[config.mk]
export PLATFORM = sky130hd
export DESIGN_NAME = ps2_mouse_packet_tracker_unit
export DESIGN_NICKNAME = d
export VERILOG_FILES = /design/src/rtl/ps2mpt_pkg.sv /design/src/rtl/ps2_mouse_packet_tracker_unit.sv
export SDC_FILE = /design/constraint.sdc
export NUM_CORES = 1
export LEC_CHECK = 0
export ABC_AREA = 1
export BUFFER_PORTS_ARGS = -buffer_cell sky130_fd_sc_hd__buf_2
export CORE_MARGIN = 1.5
export CORE_UTILIZATION = 55
export CTS_BUF_LIST = sky130_fd_sc_hd__clkbuf_2 sky130_fd_sc_hd__clkbuf_4 sky130_fd_sc_hd__clkbuf_8
export DETAILED_ROUTE_END_ITERATION = 12
export HOLD_SLACK_MARGIN = 0.02
export PLACE_DENSITY = 0.83
export SETUP_SLACK_MARGIN = 0.5
export SLEW_MARGIN = 20
export SYNTH_ARGS = -nofsm -noshare
export SYNTH_HDL_FRONTEND = slang
export SYNTH_SLANG_ARGS = --single-unit
export TNS_END_PERCENT = 50
[constraint.sdc]
create_clock -name clk -period 9.8 [get_ports clk]
set_input_delay 1.47 -clock clk [delete_from_list [all_inputs] [get_ports clk]]
set_output_delay 1.47 -clock clk [all_outputs]
set_load 0.1 [all_outputs]
[src/rtl/ps2mpt_pkg.sv]
`default_nettype none

package ps2mpt_pkg;

  // field widths
  localparam int unsigned ByteW = 8;
  localparam int unsigned PosW  = 12;
  localparam int unsigned ExtW  = 13;
  localparam int unsigned IdxW  = 1;

  // configuration register indexes
  localparam logic [IdxW-1:0] RegScreenWidth  = 1'd0;
  localparam logic [IdxW-1:0] RegScreenHeight = 1'd1;

  // configuration reset values
  localparam logic [ExtW-1:0] WidthReset  = 13'd640;
  localparam logic [ExtW-1:0] HeightReset = 13'd480;

  // packet phases
  typedef logic [1:0] phase_t;
  localparam phase_t PhStatus = 2'd0;
  localparam phase_t PhDeltaX = 2'd1;
  localparam phase_t PhDeltaY = 2'd2;

  // status byte bits
  localparam int unsigned StLeft  = 0;
  localparam int unsigned StSync  = 3;
  localparam int unsigned StSignX = 4;
  localparam int unsigned StSignY = 5;
  localparam int unsigned StOvfX  = 6;
  localparam int unsigned StOvfY  = 7;

endpackage

`default_nettype wire

[src/rtl/ps2_mouse_packet_tracker_unit.sv]
`default_nettype none

// channel   direction  ports                                     width
// in        input      in_valid, in_ready, in_rx_byte            8
// out       output     out_valid, out_ready, out_pos_x/_pos_y    12, 12
//                      out_left_button                           1
// cfg       input      cfg_we, cfg_index, cfg_wdata              1, 13
//
// one byte is taken per cycle while in_ready is high; a completed packet shows
// its result in the output register in the cycle after the third byte is taken.
// the byte path is the phase decode, one signed add and a clamp compare
// per axis between the input handshake and the cursor/output registers.
// in_ready drops only while a result waits in the output register unclaimed.
// rst_n (synchronous) returns to phase 0, cursor 0,0 and extents 640x480.

module ps2_mouse_packet_tracker_unit #(
  parameter int unsigned POS_BITS = 12
) (
  input  wire                               clk,
  input  wire                               rst_n,
  input  wire                               in_valid,
  output logic                              in_ready,
  input  wire  [ps2mpt_pkg::ByteW-1:0]      in_rx_byte,
  output logic                              out_valid,
  input  wire                               out_ready,
  output logic [ps2mpt_pkg::PosW-1:0]       out_pos_x,
  output logic [ps2mpt_pkg::PosW-1:0]       out_pos_y,
  output logic                              out_left_button,
  input  wire                               cfg_we,
  input  wire  [ps2mpt_pkg::IdxW-1:0]       cfg_index,
  input  wire  [ps2mpt_pkg::ExtW-1:0]       cfg_wdata
);

  // signed working width: cursor or extent plus a 9-bit delta with room for sign
  localparam int unsigned SumW  = ((POS_BITS > ps2mpt_pkg::ExtW) ? POS_BITS
                                                                  : ps2mpt_pkg::ExtW) + 2;
  localparam int unsigned WideW = (POS_BITS > ps2mpt_pkg::PosW) ? POS_BITS
                                                                : ps2mpt_pkg::PosW;
  localparam logic [SumW-1:0] PosLimit = SumW'(1) << POS_BITS;

  logic [ps2mpt_pkg::ExtW-1:0]  width_r, height_r;
  ps2mpt_pkg::phase_t           phase_r, phase_nxt;
  logic [ps2mpt_pkg::ByteW-1:0] status_r, status_nxt;
  logic [ps2mpt_pkg::ByteW-1:0] dx_r, dx_nxt;
  logic [POS_BITS-1:0]          cur_x_r, cur_x_nxt, cur_y_r, cur_y_nxt;
  logic                         out_valid_r, out_valid_nxt;
  logic [ps2mpt_pkg::PosW-1:0]  pos_x_r, pos_x_nxt, pos_y_r, pos_y_nxt;
  logic                         left_r, left_nxt;

  logic                         in_fire;
  logic                         byte_ok;
  logic signed [SumW-1:0]       dx_ext, dy_ext, sum_x, sum_y;
  logic [SumW-1:0]              hi_x, hi_y;
  logic [WideW-1:0]             wide_x, wide_y;

  // largest coordinate for an extent: zero acts as one, capped at 2^POS_BITS-1
  function automatic logic [SumW-1:0] ext_max(input logic [ps2mpt_pkg::ExtW-1:0] e);
    logic [SumW-1:0] ev;
    ev = SumW'(e);
    if (ev == '0) begin
      ext_max = '0;
    end else if (ev > PosLimit) begin
      ext_max = PosLimit - SumW'(1);
    end else begin
      ext_max = ev - SumW'(1);
    end
  endfunction

  // clamp a signed sum into 0..hi
  function automatic logic [POS_BITS-1:0] clamp(input logic signed [SumW-1:0] v,
                                                input logic [SumW-1:0] hi);
    if (v[SumW-1]) begin
      clamp = '0;
    end else if ($unsigned(v) > hi) begin
      clamp = hi[POS_BITS-1:0];
    end else begin
      clamp = v[POS_BITS-1:0];
    end
  endfunction

  assign in_ready = !out_valid_r || out_ready;
  assign in_fire  = in_valid && in_ready;

  // status byte needs the sync bit and no overflow
  assign byte_ok = in_rx_byte[ps2mpt_pkg::StSync] &&
                   !in_rx_byte[ps2mpt_pkg::StOvfX] && !in_rx_byte[ps2mpt_pkg::StOvfY];

  // nine-bit deltas, y negated so it grows downward
  assign dx_ext = $signed({{(SumW-ps2mpt_pkg::ByteW){status_r[ps2mpt_pkg::StSignX]}}, dx_r});
  assign dy_ext = -$signed({{(SumW-ps2mpt_pkg::ByteW){status_r[ps2mpt_pkg::StSignY]}},
                            in_rx_byte});
  assign sum_x  = $signed(SumW'(cur_x_r)) + dx_ext;
  assign sum_y  = $signed(SumW'(cur_y_r)) + dy_ext;
  assign hi_x   = ext_max(width_r);
  assign hi_y   = ext_max(height_r);

  // packet assembly and cursor update
  always_comb begin
    phase_nxt     = phase_r;
    status_nxt    = status_r;
    dx_nxt        = dx_r;
    cur_x_nxt     = cur_x_r;
    cur_y_nxt     = cur_y_r;
    out_valid_nxt = out_valid_r && !out_ready;
    pos_x_nxt     = pos_x_r;
    pos_y_nxt     = pos_y_r;
    left_nxt      = left_r;
    wide_x        = WideW'(cur_x_r);
    wide_y        = WideW'(cur_y_r);
    if (in_fire) begin
      unique case (phase_r)
        ps2mpt_pkg::PhStatus: begin
          if (byte_ok) begin
            status_nxt = in_rx_byte;
            phase_nxt  = ps2mpt_pkg::PhDeltaX;
          end
        end
        ps2mpt_pkg::PhDeltaX: begin
          dx_nxt    = in_rx_byte;
          phase_nxt = ps2mpt_pkg::PhDeltaY;
        end
        default: begin
          cur_x_nxt     = clamp(sum_x, hi_x);
          cur_y_nxt     = clamp(sum_y, hi_y);
          wide_x        = WideW'(cur_x_nxt);
          wide_y        = WideW'(cur_y_nxt);
          pos_x_nxt     = wide_x[ps2mpt_pkg::PosW-1:0];
          pos_y_nxt     = wide_y[ps2mpt_pkg::PosW-1:0];
          left_nxt      = status_r[ps2mpt_pkg::StLeft];
          out_valid_nxt = 1'b1;
          phase_nxt     = ps2mpt_pkg::PhStatus;
        end
      endcase
    end
  end

  // control and state registers
  always_ff @(posedge clk) begin
    if (!rst_n) begin
      phase_r     <= ps2mpt_pkg::PhStatus;
      status_r    <= '0;
      dx_r        <= '0;
      cur_x_r     <= '0;
      cur_y_r     <= '0;
      out_valid_r <= 1'b0;
      width_r     <= ps2mpt_pkg::WidthReset;
      height_r    <= ps2mpt_pkg::HeightReset;
    end else begin
      phase_r     <= phase_nxt;
      status_r    <= status_nxt;
      dx_r        <= dx_nxt;
      cur_x_r     <= cur_x_nxt;
      cur_y_r     <= cur_y_nxt;
      out_valid_r <= out_valid_nxt;
      if (cfg_we) begin
        unique case (cfg_index)
          ps2mpt_pkg::RegScreenWidth:  width_r  <= cfg_wdata;
          ps2mpt_pkg::RegScreenHeight: height_r <= cfg_wdata;
          default: ;
        endcase
      end
    end
  end

  // result payload
  always_ff @(posedge clk) begin
    pos_x_r <= pos_x_nxt;
    pos_y_r <= pos_y_nxt;
    left_r  <= left_nxt;
  end

  assign out_valid       = out_valid_r;
  assign out_pos_x       = pos_x_r;
  assign out_pos_y       = pos_y_r;
  assign out_left_button = left_r;

  // a new result only follows a y-delta byte
  a_result_after_dy: assert property (@(posedge clk) disable iff (!rst_n)
    (in_fire && phase_r != ps2mpt_pkg::PhDeltaY) |=> !(out_valid_r && !$past(out_valid_r)))
    else $error("result raised without a y-delta byte");

  // the unused phase code never shows up
  a_phase_legal: assert property (@(posedge clk) disable iff (!rst_n)
    phase_r <= ps2mpt_pkg::PhDeltaY)
    else $error("packet phase reached unused code");

  // a held status byte always carries sync and no overflow
  a_status_sane: assert property (@(posedge clk) disable iff (!rst_n)
    (phase_r != ps2mpt_pkg::PhStatus) |->
      (status_r[ps2mpt_pkg::StSync] && !status_r[ps2mpt_pkg::StOvfX]
       && !status_r[ps2mpt_pkg::StOvfY]))
    else $error("held status byte lacks sync or has overflow");

  // input stalls while a result waits unclaimed
  a_stall_in: assert property (@(posedge clk) disable iff (!rst_n)
    (out_valid_r && !out_ready) |-> !in_ready)
    else $error("input taken while result is stalled");

endmodule

`default_nettype wire
==> results of run 1 <==
==> layout make-up <==
cell class | count | area [um^2] | area share (%)
multi-input cells | 731 | 3930 | 54.8
flip-flops and latches | 89 | 2030 | 28.3
inverters | 150 | 563 | 7.85
repair buffers | 54 | 273 | 3.80
well taps | 143 | 179 | 2.49
clock buffers | 9 | 124 | 1.73
clock inverters | 7 | 73.8 | 1.03
==> sequential cells by signal, summed over array words and instances (netlist names) <==
register / count
cur_x_r: 12
cur_y_r: 12
dx_r: 8
height_r: 13
out_left_button: 1
out_pos_x: 12
out_pos_y: 12
out_valid: 1
phase_r: 2
status_r: 3
width_r: 13
==> per-stage QoR <==
stage / hold WS [ns] / instance area [um^2] / power [uW]
after global placement: 0.422 / 6970 / 575
after global routing: 0.468 / 7170 / 885
final: 0.458 / 7170 / 841
after floorplan: 0.408 / 6650 / 541
after CTS: 0.453 / 7170 / 843
after detailed placement: 0.431 / 6970 / 579
==> power by group <==
part           internal [uW]  total, uW  switching [uW]
clock                    120        268             147
combinational           58.1        177             118
sequential               388        396            8.04
total                    567        841             274
==> worst paths after layout <==
kind	start	to	slack, ns	depth (start not counted)
max reg2reg	dx_r[0]	out_pos_x[1]	6.01	20
min reg2reg	cur_y_r[0]	cur_y_r[0]	0.46	2
min	cur_y_r[0]	cur_y_r[0]	0.46	2
max	in_rx_byte[0]	out_pos_y[11]	5.43	18
==> cells in the mapped netlist <==
cell      count  area, um^2
ha_1         59         738
a21oi_1      51         255
and3_1        7        43.8
nand4_1      38         238
clkbuf_1      7        26.3
nand2_4       4        45.0
a21o_1        2        15.0
fa_1          2        40.0
buf_12        1        20.0
nand4_2       1        12.5
clkbuf_8      1        13.8
buf_6         3        33.8
buf_2         5        25.0
o211ai_1      6        45.0
nor2_4        3        33.8
o21ai_4       1        16.3
o21ai_2       3        26.3
inv_2         4        15.0
o21bai_1      1        7.51
or2_2         1        6.26
nand3_1      48         240
edfxtp_1     25         751
a211oi_1      1        7.51
nand2_1     318        1190
nor3_1        4        20.0
nand2_2      14        87.6
xor2_1        8        70.1
clkinv_1      1        3.75
buf_4         2        15.0
nand3_2       7        70.1
xnor2_1       8        70.1
dfxtp_1      64        1280
nand3b_1      5        37.5
o21ai_0      42         210
nor2_1       87         327
o21ai_1       1        5.00
nor3_2        2        20.0
nor2_2        7        43.8
inv_1       145         544
==> metal layers <==
layer | wire length [um] | global-route usage (%) | part of all wire (%) | vias up
li1 | - | - | - | 3273
met1 | 7260 | 35.5 | 48 | 2790
met2 | 6530 | 39.6 | 43 | 201
met3 | 1180 | 5.30 | 7.7 | 24
met4 | 296 | 7.25 | 1.9 | 0
met5 | 0 | 0 | 0 | -
==> tightest hold or removal path, cell delays in order (launching register included) <==
cell	delay (ns)
dfxtp_1	0.32
nand2_1	0.06
nand2_1	0.04
==> cells by family after synthesis <==
family / count (synthesis)
AND/OR/NAND/NOR: 546
flip-flops: 89
adder cells (fa/ha/maj): 61
XOR/XNOR: 16
AO/OA/AOI/OAI: 108
buffers and inverters: 169
==> results.sh, run 1 <==
export IMPL_hold_viol=0
export IMPL_min_period_ns=4.37
export IMPL_cts_tree="built"
export IMPL_final_common_cell="nand2_1"
export IMPL_postCtsSetupRepairBufs=0
export IMPL_finalNetCount=1123
export IMPL_area_delta_synth_final_pct=7.78
export IMPL_ant_nets=0
export IMPL_io_pins=54
export IMPL_outcome="completed"
export IMPL_syn_area_per_cell_um2=6.73
export IMPL_coreArea_um2=11600
export IMPL_slew_headroom_pct=50.0
export IMPL_vdd_drop_max_mv=0.146
export IMPL_drt_iter0_markers=471
export IMPL_ys_seq_area_share_pct=30.5
export IMPL_initial_core_util_pct=57.3
export IMPL_cp_max_fo=17
export IMPL_wl_per_cell_um=12.9
export IMPL_hpwlAfterDp_um=12100
export IMPL_port_buffers=53
export IMPL_path_class="in -> reg"
export IMPL_grt_pass1_vias=5674
export IMPL_drive_gt1_share_pct=11.3
export IMPL_synth_top_family_by_area="simple AND/OR/NAND/NOR gates"
export IMPL_grt_pass1_wl_um=26000
export IMPL_synth_compound_area_share_pct=8.84
export IMPL_syn_nets=1077
export IMPL_cts_sinks=89
export IMPL_yosys_area_share_xor_xnor_pct=2.11
export IMPL_synth_warnings=0
export IMPL_antenna_cells=0
export IMPL_n_fill_cell=1088
export IMPL_setup_slack_ns=5.43
export IMPL_dpl_worst_slack_ns=5.06
export IMPL_dp_cells=1167
export IMPL_die_width_um=113
export IMPL_cp_end_kind="flop"
export IMPL_synth_mux_area_share_pct=0
export IMPL_cts_buffers=9
export IMPL_via_per_inst=5.32
export IMPL_p_leak_uw=0.00389
export IMPL_place_gp_congestion=0.949
export IMPL_cpPeakStageDelay_ns=0.43
export IMPL_ys_types=39
export IMPL_hold_path_class="reg -> reg"
export IMPL_syn_cell_area_um2=6650
export IMPL_grt_overflow_total=0
export IMPL_required_ns=9.95
export IMPL_dieHeight_um=113
export IMPL_maxCapViolCount=0
export IMPL_grt_start_max_net_pins=40
export IMPL_fp_row_count=39
export IMPL_path_cells="buf_2 > ha_1 > inv_1 > fa_1 > nand3_1 > nand3_1 > nand2_1 > nand3_2 > inv_2 > ha_1 > nand4_1 > nor3_2 > nand2_1 > nand2_2 > nand2_2 > inv_1 > nand2_1 > and3_1"
export IMPL_path_buf_inv=4
export IMPL_fin_cells=1183
export IMPL_insertion_delay_ns=0.39
export IMPL_ctsHtreeMaxLevel=3
export IMPL_finalClockSkew_ns=0.0125
export IMPL_worstMarginPinSlew_ns=0.749
export IMPL_rsz0062_at_grt="false"
export IMPL_timing_final_crit_share_pct=44.6
export IMPL_slew_violations=0
export IMPL_drt_wl_total_um=15300
export IMPL_setup_violations_final=0
export IMPL_cts_root_buf="clkbuf_8"
export IMPL_crit_top_cell="nand2_1"
export IMPL_final_cell_mix="nand2_1, inv_1, nor2_1"
export IMPL_cp_slowest_cell="fa_1"
export IMPL_synth_seq_cells=89
export IMPL_synth_simple_area_share_pct=36.3
export IMPL_hold_buffers=0
export IMPL_drt_pass1_iterations=5
export IMPL_powerDensity_nw_per_um2=117
export IMPL_dieArea_um2=12800
export IMPL_drc=0
export IMPL_synth_adder_area_share_pct=11.7
export IMPL_crit_family="simple AND/OR/NAND/NOR gates"
export IMPL_fin_util_pct=61.8
export IMPL_max_freq_mhz=229
export IMPL_grt_usage_pct=25.3
export IMPL_clk_pin_slew_ns=0.09
export IMPL_ctsResizeCount=0
export IMPL_finalSetupTns_ns=0
export IMPL_startpoint_type="input pin"
export IMPL_crit_arrival_ns=4.52
export IMPL_grt_antenna_before_repair=0
export IMPL_cts_buffer_depth=2
export IMPL_synth_cells=989
export IMPL_vias=6288
No activity file was read; power rests on OpenSTA's default activity.
==> run 2, diff against run 1 <==
PLACE_DENSITY = 0.86   (was 0.83)
clock period = 3.7 ns   (was 9.8 ns; I/O delays follow)
==> run 2 against run 1 <==
Register-to-register slack lost 5.5 ns. Critical path type is now reg -> reg. Cell area grew 8.2%. Clock skew grew 0.0018 ns.
==> results.sh, run 2 (same netlist as run 1, synthesis figures left out) <==
export IMPL_outcome="completed"
export IMPL_cp_slowest_cell="fa_2"
export IMPL_port_buffers=53
export IMPL_max_freq_mhz=315
export IMPL_drive_gt1_share_pct=20.0
export IMPL_drc=0
export IMPL_initial_core_util_pct=57.3
export IMPL_power_frac_seq_pct=44.7
export IMPL_grt_start_max_net_pins=40
export IMPL_path_class="reg -> reg"
export IMPL_final_cell_mix="nand2_1, inv_1, nor2_1"
export IMPL_wl_per_cell_um=14.3
export IMPL_vias=6592
export IMPL_dieArea_um2=12800
export IMPL_powerDensity_nw_per_um2=302
export IMPL_final_common_cell="nand2_1"
export IMPL_maxCapViolCount=0
export IMPL_grt_pass1_vias=5609
export IMPL_place_gp_congestion=0.937
export IMPL_fp_row_count=39
export IMPL_crit_arrival_ns=3.31
export IMPL_clk_pin_slew_ns=0.09
export IMPL_multiInputGateArea_um2=4330
export IMPL_rr_startpoint="cur_y_r[0]"
export IMPL_ant_nets=0
export IMPL_path_cells="inv_1 > ha_1 > inv_2 > fa_2 > nand3_2 > nand3_2 > a21oi_2 > xor2_2 > inv_1 > ha_4 > nand2_2 > nor2_2 > buf_4 > nand3_2 > nand2_4 > buf_6 > nand2_1 > and3_1"
export IMPL_finalSetupTns_ns=0
export IMPL_ctsHtreeMaxLevel=3
export IMPL_worstHoldStart="cfg_wdata[7]"
export IMPL_p_comb_share_pct=22.9
export IMPL_hold_buffers=0
export IMPL_power_total_uw=2350
export IMPL_p_int_uw=1610
export IMPL_reg_largest_list="height_r x13, width_r x13"
export IMPL_crit_top_cell="nand3_2"
export IMPL_hold_path_class="in -> reg"
export IMPL_area_delta_synth_final_pct=16.6
export IMPL_min_period_ns=3.18
export IMPL_p_leak_uw=0.00404
export IMPL_slew_headroom_pct=45.7
export IMPL_cts_buffer_depth=2
export IMPL_finalClockSkew_ns=0.0143
export IMPL_coreArea_um2=11600
export IMPL_startpoint_type="flop"
export IMPL_setup_slack_ns=0.522
export IMPL_slew_violations=0
export IMPL_finalNetCount=1140
export IMPL_grt_usage_pct=25.2
export IMPL_grt_antenna_before_repair=0
export IMPL_drt_wl_total_um=17200
export IMPL_cp_end_kind="flop"
export IMPL_cts_tree="built"
export IMPL_insertion_delay_ns=0.38
export IMPL_dieHeight_um=113
export IMPL_grt_overflow_total=0
export IMPL_vdd_drop_max_mv=0.259
export IMPL_via_per_inst=5.49
export IMPL_timing_final_crit_share_pct=85.9
export IMPL_required_ns=3.83
export IMPL_cp_max_fo=7
export IMPL_antenna_cells=0
export IMPL_cpPeakStageDelay_ns=0.42
export IMPL_switchingPower_uw=737
export IMPL_cts_sinks=89
export IMPL_n_fill_cell=930
export IMPL_hpwlAfterDp_um=12500
export IMPL_regArea_um2=2050
export IMPL_drt_iter0_markers=563
export IMPL_critPathLaunch="cur_y_r[0]"
export IMPL_p_clk_share_pct=32.3
export IMPL_grt_pass1_wl_um=25800
export IMPL_rsz0062_at_grt="true"
export IMPL_die_width_um=113
export IMPL_cts_root_buf="clkbuf_8"
export IMPL_setup_violations_final=0
export IMPL_dpl_worst_slack_ns=0.115
export IMPL_drt_pass1_iterations=5
export IMPL_cts_buffers=9
export IMPL_switching_share_pct=31.4
export IMPL_worstMarginPinSlew_ns=0.814
export IMPL_hold_viol=0
export IMPL_io_pins=54
==> run 2: cell types whose count changed in the layout (fill, tap and decap cells not counted), moves of 5 or more <==
cell / before / now
a21oi_1: 51 / 43
a21oi_2: 0 / 8
buf_4: 1 / 13
dfxtp_1: 64 / 54
dfxtp_2: 0 / 8
ha_1: 59 / 44
ha_4: 0 / 15
nand2_1: 318 / 301
nand2_2: 14 / 26
nand2_4: 4 / 9
nand3_1: 48 / 40
nand3_2: 7 / 15
nor2_1: 86 / 78
nor2_2: 8 / 16
==> run 2: stage by stage <==
step	hold WS [ns]	utilization, %	cells	area [um^2]
floorplan	0.408	-	989	6660
global placement	0.416	60.5	1174	7030
detailed placement	0.424	60.5	1174	7030
CTS	0.412	63.0	1193	7310
global route	0.433	66.8	1200	7760
finish	0.417	66.8	1200	7760
==> run 2: power groups by stage <==
stage | clock network [uW] | logic, uW | registers [uW]
floorplan | 0 | 354 | 1080
detailed placement | 0 | 466 | 1070
CTS | 765 | 479 | 1050
global placement | 0 | 454 | 1070
global route | 808 | 604 | 1050
finish | 758 | 538 | 1050
==> run 2: what timing repair did <==
action / in CTS / in global routing
gates resized for setup: 13 / 87
setup buffers: 2 / 6
pin swaps: 3 / 36
gates cloned: 1 / 1
endpoints found under the setup margin: 33 / 48
==> run 2: path summary, 6_finish.rpt <==
kind	end	slack (ns)	cells past startpoint
worst max register to register	out_pos_y[3]	0.52	18
worst min register to register	out_left_button	0.44	0
worst max-delay path	out_pos_y[3]	0.52	18
worst min-delay path	width_r[7]	0.42	3
==> run 2: layout make-up <==
class | count | share of cell area [%]
timing repair inverter | 1 | 0.0806
sequential | 89 | 26.4
clock inverter | 5 | 1.05
multi-input combinational | 732 | 55.8
inverter | 150 | 7.42
timing repair buffer | 69 | 5.11
tap | 143 | 2.31
clock buffer | 11 | 1.79
==> run 2: worst max-delay path, delay by kind of cell, from the launching register on <==
kind | cells | cell delay (ns)
xor+xnor | 1 | 0.20
compound gates | 1 | 0.21
simple gates | 8 | 0.85
fa+ha+maj | 3 | 0.86
flops | 1 | 0.34
buf+inv | 5 | 0.48
==> run 2: routing by layer <==
metal	GRT usage, %	routed length (um)	part of all wire, %	vias to the layer above
li1	-	-	-	3305
met1	35.4	7660	45	2957
met2	39.7	7680	45	295
met3	4.12	1500	8.7	35
met4	8.67	357	2.1	0
met5	0	0	0	-
==> run 3, diff against run 2 <==
CORE_ASPECT_RATIO = 1.25   (was unset)
==> run 3 against run 2 <==
Hold slack got worse by 0.023 ns. Register-to-register slack got worse by 0.17 ns. Cell area increased by 3.3%. Maximum frequency decreased by 5.0%. Via count increased by 4.4%. Sequential power about the same. Die area about the same. Sequential share of layout area decreased by 0.90 points. Worst setup slack got worse by 0.17 ns. First-iteration DRC count decreased by 8.3%.
==> results.sh, run 3 (same netlist as run 1, synthesis figures left out) <==
export IMPL_hold_path_class="in -> reg"
export IMPL_cp_slowest_cell="fa_2"
export IMPL_insertion_delay_ns=0.41
export IMPL_ant_nets=0
export IMPL_max_freq_mhz=299
export IMPL_critPathLaunch="cur_y_r[0]"
export IMPL_grt_antenna_before_repair=0
export IMPL_required_ns=3.86
export IMPL_grt_start_max_net_pins=40
export IMPL_cts_tree="built"
export IMPL_drc=0
export IMPL_port_buffers=53
export IMPL_outcome="completed"
export IMPL_dp_cells=1196
export IMPL_p_int_uw=1510
export IMPL_drt_iter0_markers=516
export IMPL_worstMarginPinSlew_ns=0.832
export IMPL_maxCapViolCount=0
export IMPL_via_per_inst=5.60
export IMPL_place_gp_congestion=0.913
export IMPL_slew_headroom_pct=44.5
export IMPL_finalNetCount=1152
export IMPL_switchingPower_uw=852
export IMPL_reg2reg_slack_ns=0.36
export IMPL_timing_final_crit_share_pct=90.4
export IMPL_grt_pass1_wl_um=27700
export IMPL_finalClockSkew_ns=0.0197
export IMPL_powerDensity_nw_per_um2=294
export IMPL_dieArea_um2=12800
export IMPL_drt_wl_total_um=19200
export IMPL_path_cells="inv_2 > ha_2 > inv_2 > fa_2 > nand3_2 > nand3_2 > a21oi_2 > xor2_2 > inv_1 > ha_4 > a21o_1 > nor2_1 > nand2_1 > nand2_1 > nand2_2 > nand2_4 > buf_8 > nand2_1 > and3_1"
export IMPL_multiInputGateArea_um2=4470
export IMPL_final_cell_mix="nand2_1, inv_1, nor2_1"
export IMPL_antenna_cells=0
export IMPL_cpPeakStageDelay_ns=0.43
export IMPL_cp_max_fo=7
export IMPL_crit_top_cell="nand2_1"
export IMPL_grt_pass1_vias=6232
export IMPL_area_delta_synth_final_pct=20.5
export IMPL_p_clk_share_pct=30.3
export IMPL_regArea_um2=2040
export IMPL_cts_root_buf="clkbuf_8"
export IMPL_dieHeight_um=126
export IMPL_power_frac_seq_pct=44.5
export IMPL_cp_end_kind="flop"
export IMPL_wl_per_cell_um=15.6
export IMPL_vdd_drop_max_mv=0.193
export IMPL_setup_violations_final=0
export IMPL_reg_largest_list="height_r x13, width_r x13"
export IMPL_crit_arrival_ns=3.50
export IMPL_power_total_uw=2360
export IMPL_worstHoldStart="cfg_wdata[9]"
export IMPL_fin_cells=1230
export IMPL_grt_overflow_total=0
export IMPL_initial_core_util_pct=56.7
export IMPL_drive_gt1_share_pct=24.2
export IMPL_rr_startpoint="cur_y_r[0]"
export IMPL_cts_buffer_depth=2
export IMPL_coreArea_um2=11700
export IMPL_clk_pin_slew_ns=0.12
export IMPL_min_period_ns=3.34
export IMPL_startpoint_type="flop"
export IMPL_cts_buffers=9
export IMPL_switching_share_pct=36.1
export IMPL_crit_family="simple AND/OR/NAND/NOR gates"
export IMPL_p_comb_share_pct=25.2
export IMPL_min_to="width_r[9]"
export IMPL_vias=6883
export IMPL_hpwlAfterDp_um=13000
export IMPL_finalSetupTns_ns=0
export IMPL_fp_row_count=44
export IMPL_r2r_end="out_pos_y[3]"
export IMPL_path_buf_inv=4
export IMPL_n_fill_cell=916
export IMPL_hold_path_depth=3
export IMPL_hold_viol=0
export IMPL_cts_sinks=89
export IMPL_reg2reg_depth=19
export IMPL_io_pins=54
export IMPL_slew_violations=0
export IMPL_path_class="reg -> reg"
export IMPL_grt_usage_pct=27.6
export IMPL_rsz0062_at_grt="true"
export IMPL_p_leak_uw=0.00415
export IMPL_die_width_um=101
export IMPL_final_common_cell="nand2_1"
export IMPL_ctsHtreeMaxLevel=3
export IMPL_drt_pass1_iterations=5
-- run 3: cell types whose count changed in the layout (fill, tap and decap cells not counted), sizes merged --
cell,before,now
inv,150,152
buf,69,82
clkbuf,11,9
clkinvlp,0,2
nand2,337,336
bufinv,2,0
-- run 3: cell type report --
cell class	instances	area share [%]
multi-input combinational	731	55.8
tap	161	2.51
sequential	89	25.5
inverter	150	7.20
timing repair inverter	1	0.0936
clock buffer	9	1.55
clock inverter	7	1.01
timing repair buffer	82	6.35
-- run 3: power groups by stage --
stage               Sequential, uW  Combinational [uW]  Clock (uW)
floorplan                     1080                 354           0
global placement              1070                 463           0
detailed placement            1070                 475           0
CTS                           1050                 494         705
global route                  1050                 651         752
finish                        1050                 595         716
-- run 3: timing repair --
item | in CTS | in global routing
cloned | 1 | 0
pin swaps | 10 | 50
setup buffers | 6 | 11
resized for setup | 18 | 131
endpoints found under the setup margin | 36 | 48
hold buffers | 0 | 0
-- run 3: worst max path at each step --
stage	to	slack, ns	cells past startpoint
floorplan	out_pos_y[7]	0.49	19
global placement	out_pos_y[11]	0.22	20
detailed placement	out_pos_y[11]	0.08	20
CTS	out_pos_y[3]	0.50	19
global route	out_pos_y[3]	0.28	19
finish	out_pos_y[3]	0.36	19
-- run 3: worst min-delay path, cell delays in order --
cell and delay, ns:
buf_2 0.09, nand2_1 0.05, o211ai_1 0.06
-- run 3: metal layers --
metal	vias up	track usage (%)	part of all wire, %
met4	0	14.9	6.9
met5	-	0	0
met3	131	3.27	5.7
met2	307	51.0	50
li1	3327	-	-
met1	3118	30.1	37
-- run 3: through the flow --
| step | area, um^2 | setup WS, ns | hold WS (ns) | utilization, % |
|---|---|---|---|---|
| 2_1_floorplan | 6660 | 0.493 | 0.408 | - |
| 3_3_place_gp | 7080 | 0.222 | 0.416 | 60.4 |
| 3_5_place_dp | 7080 | 0.0845 | 0.420 | 60.4 |
| 4_1_cts | 7420 | 0.499 | 0.387 | 63.3 |
| 5_1_grt | 8020 | 0.278 | 0.411 | 68.4 |
| 6_report | 8020 | 0.356 | 0.394 | 68.4 |
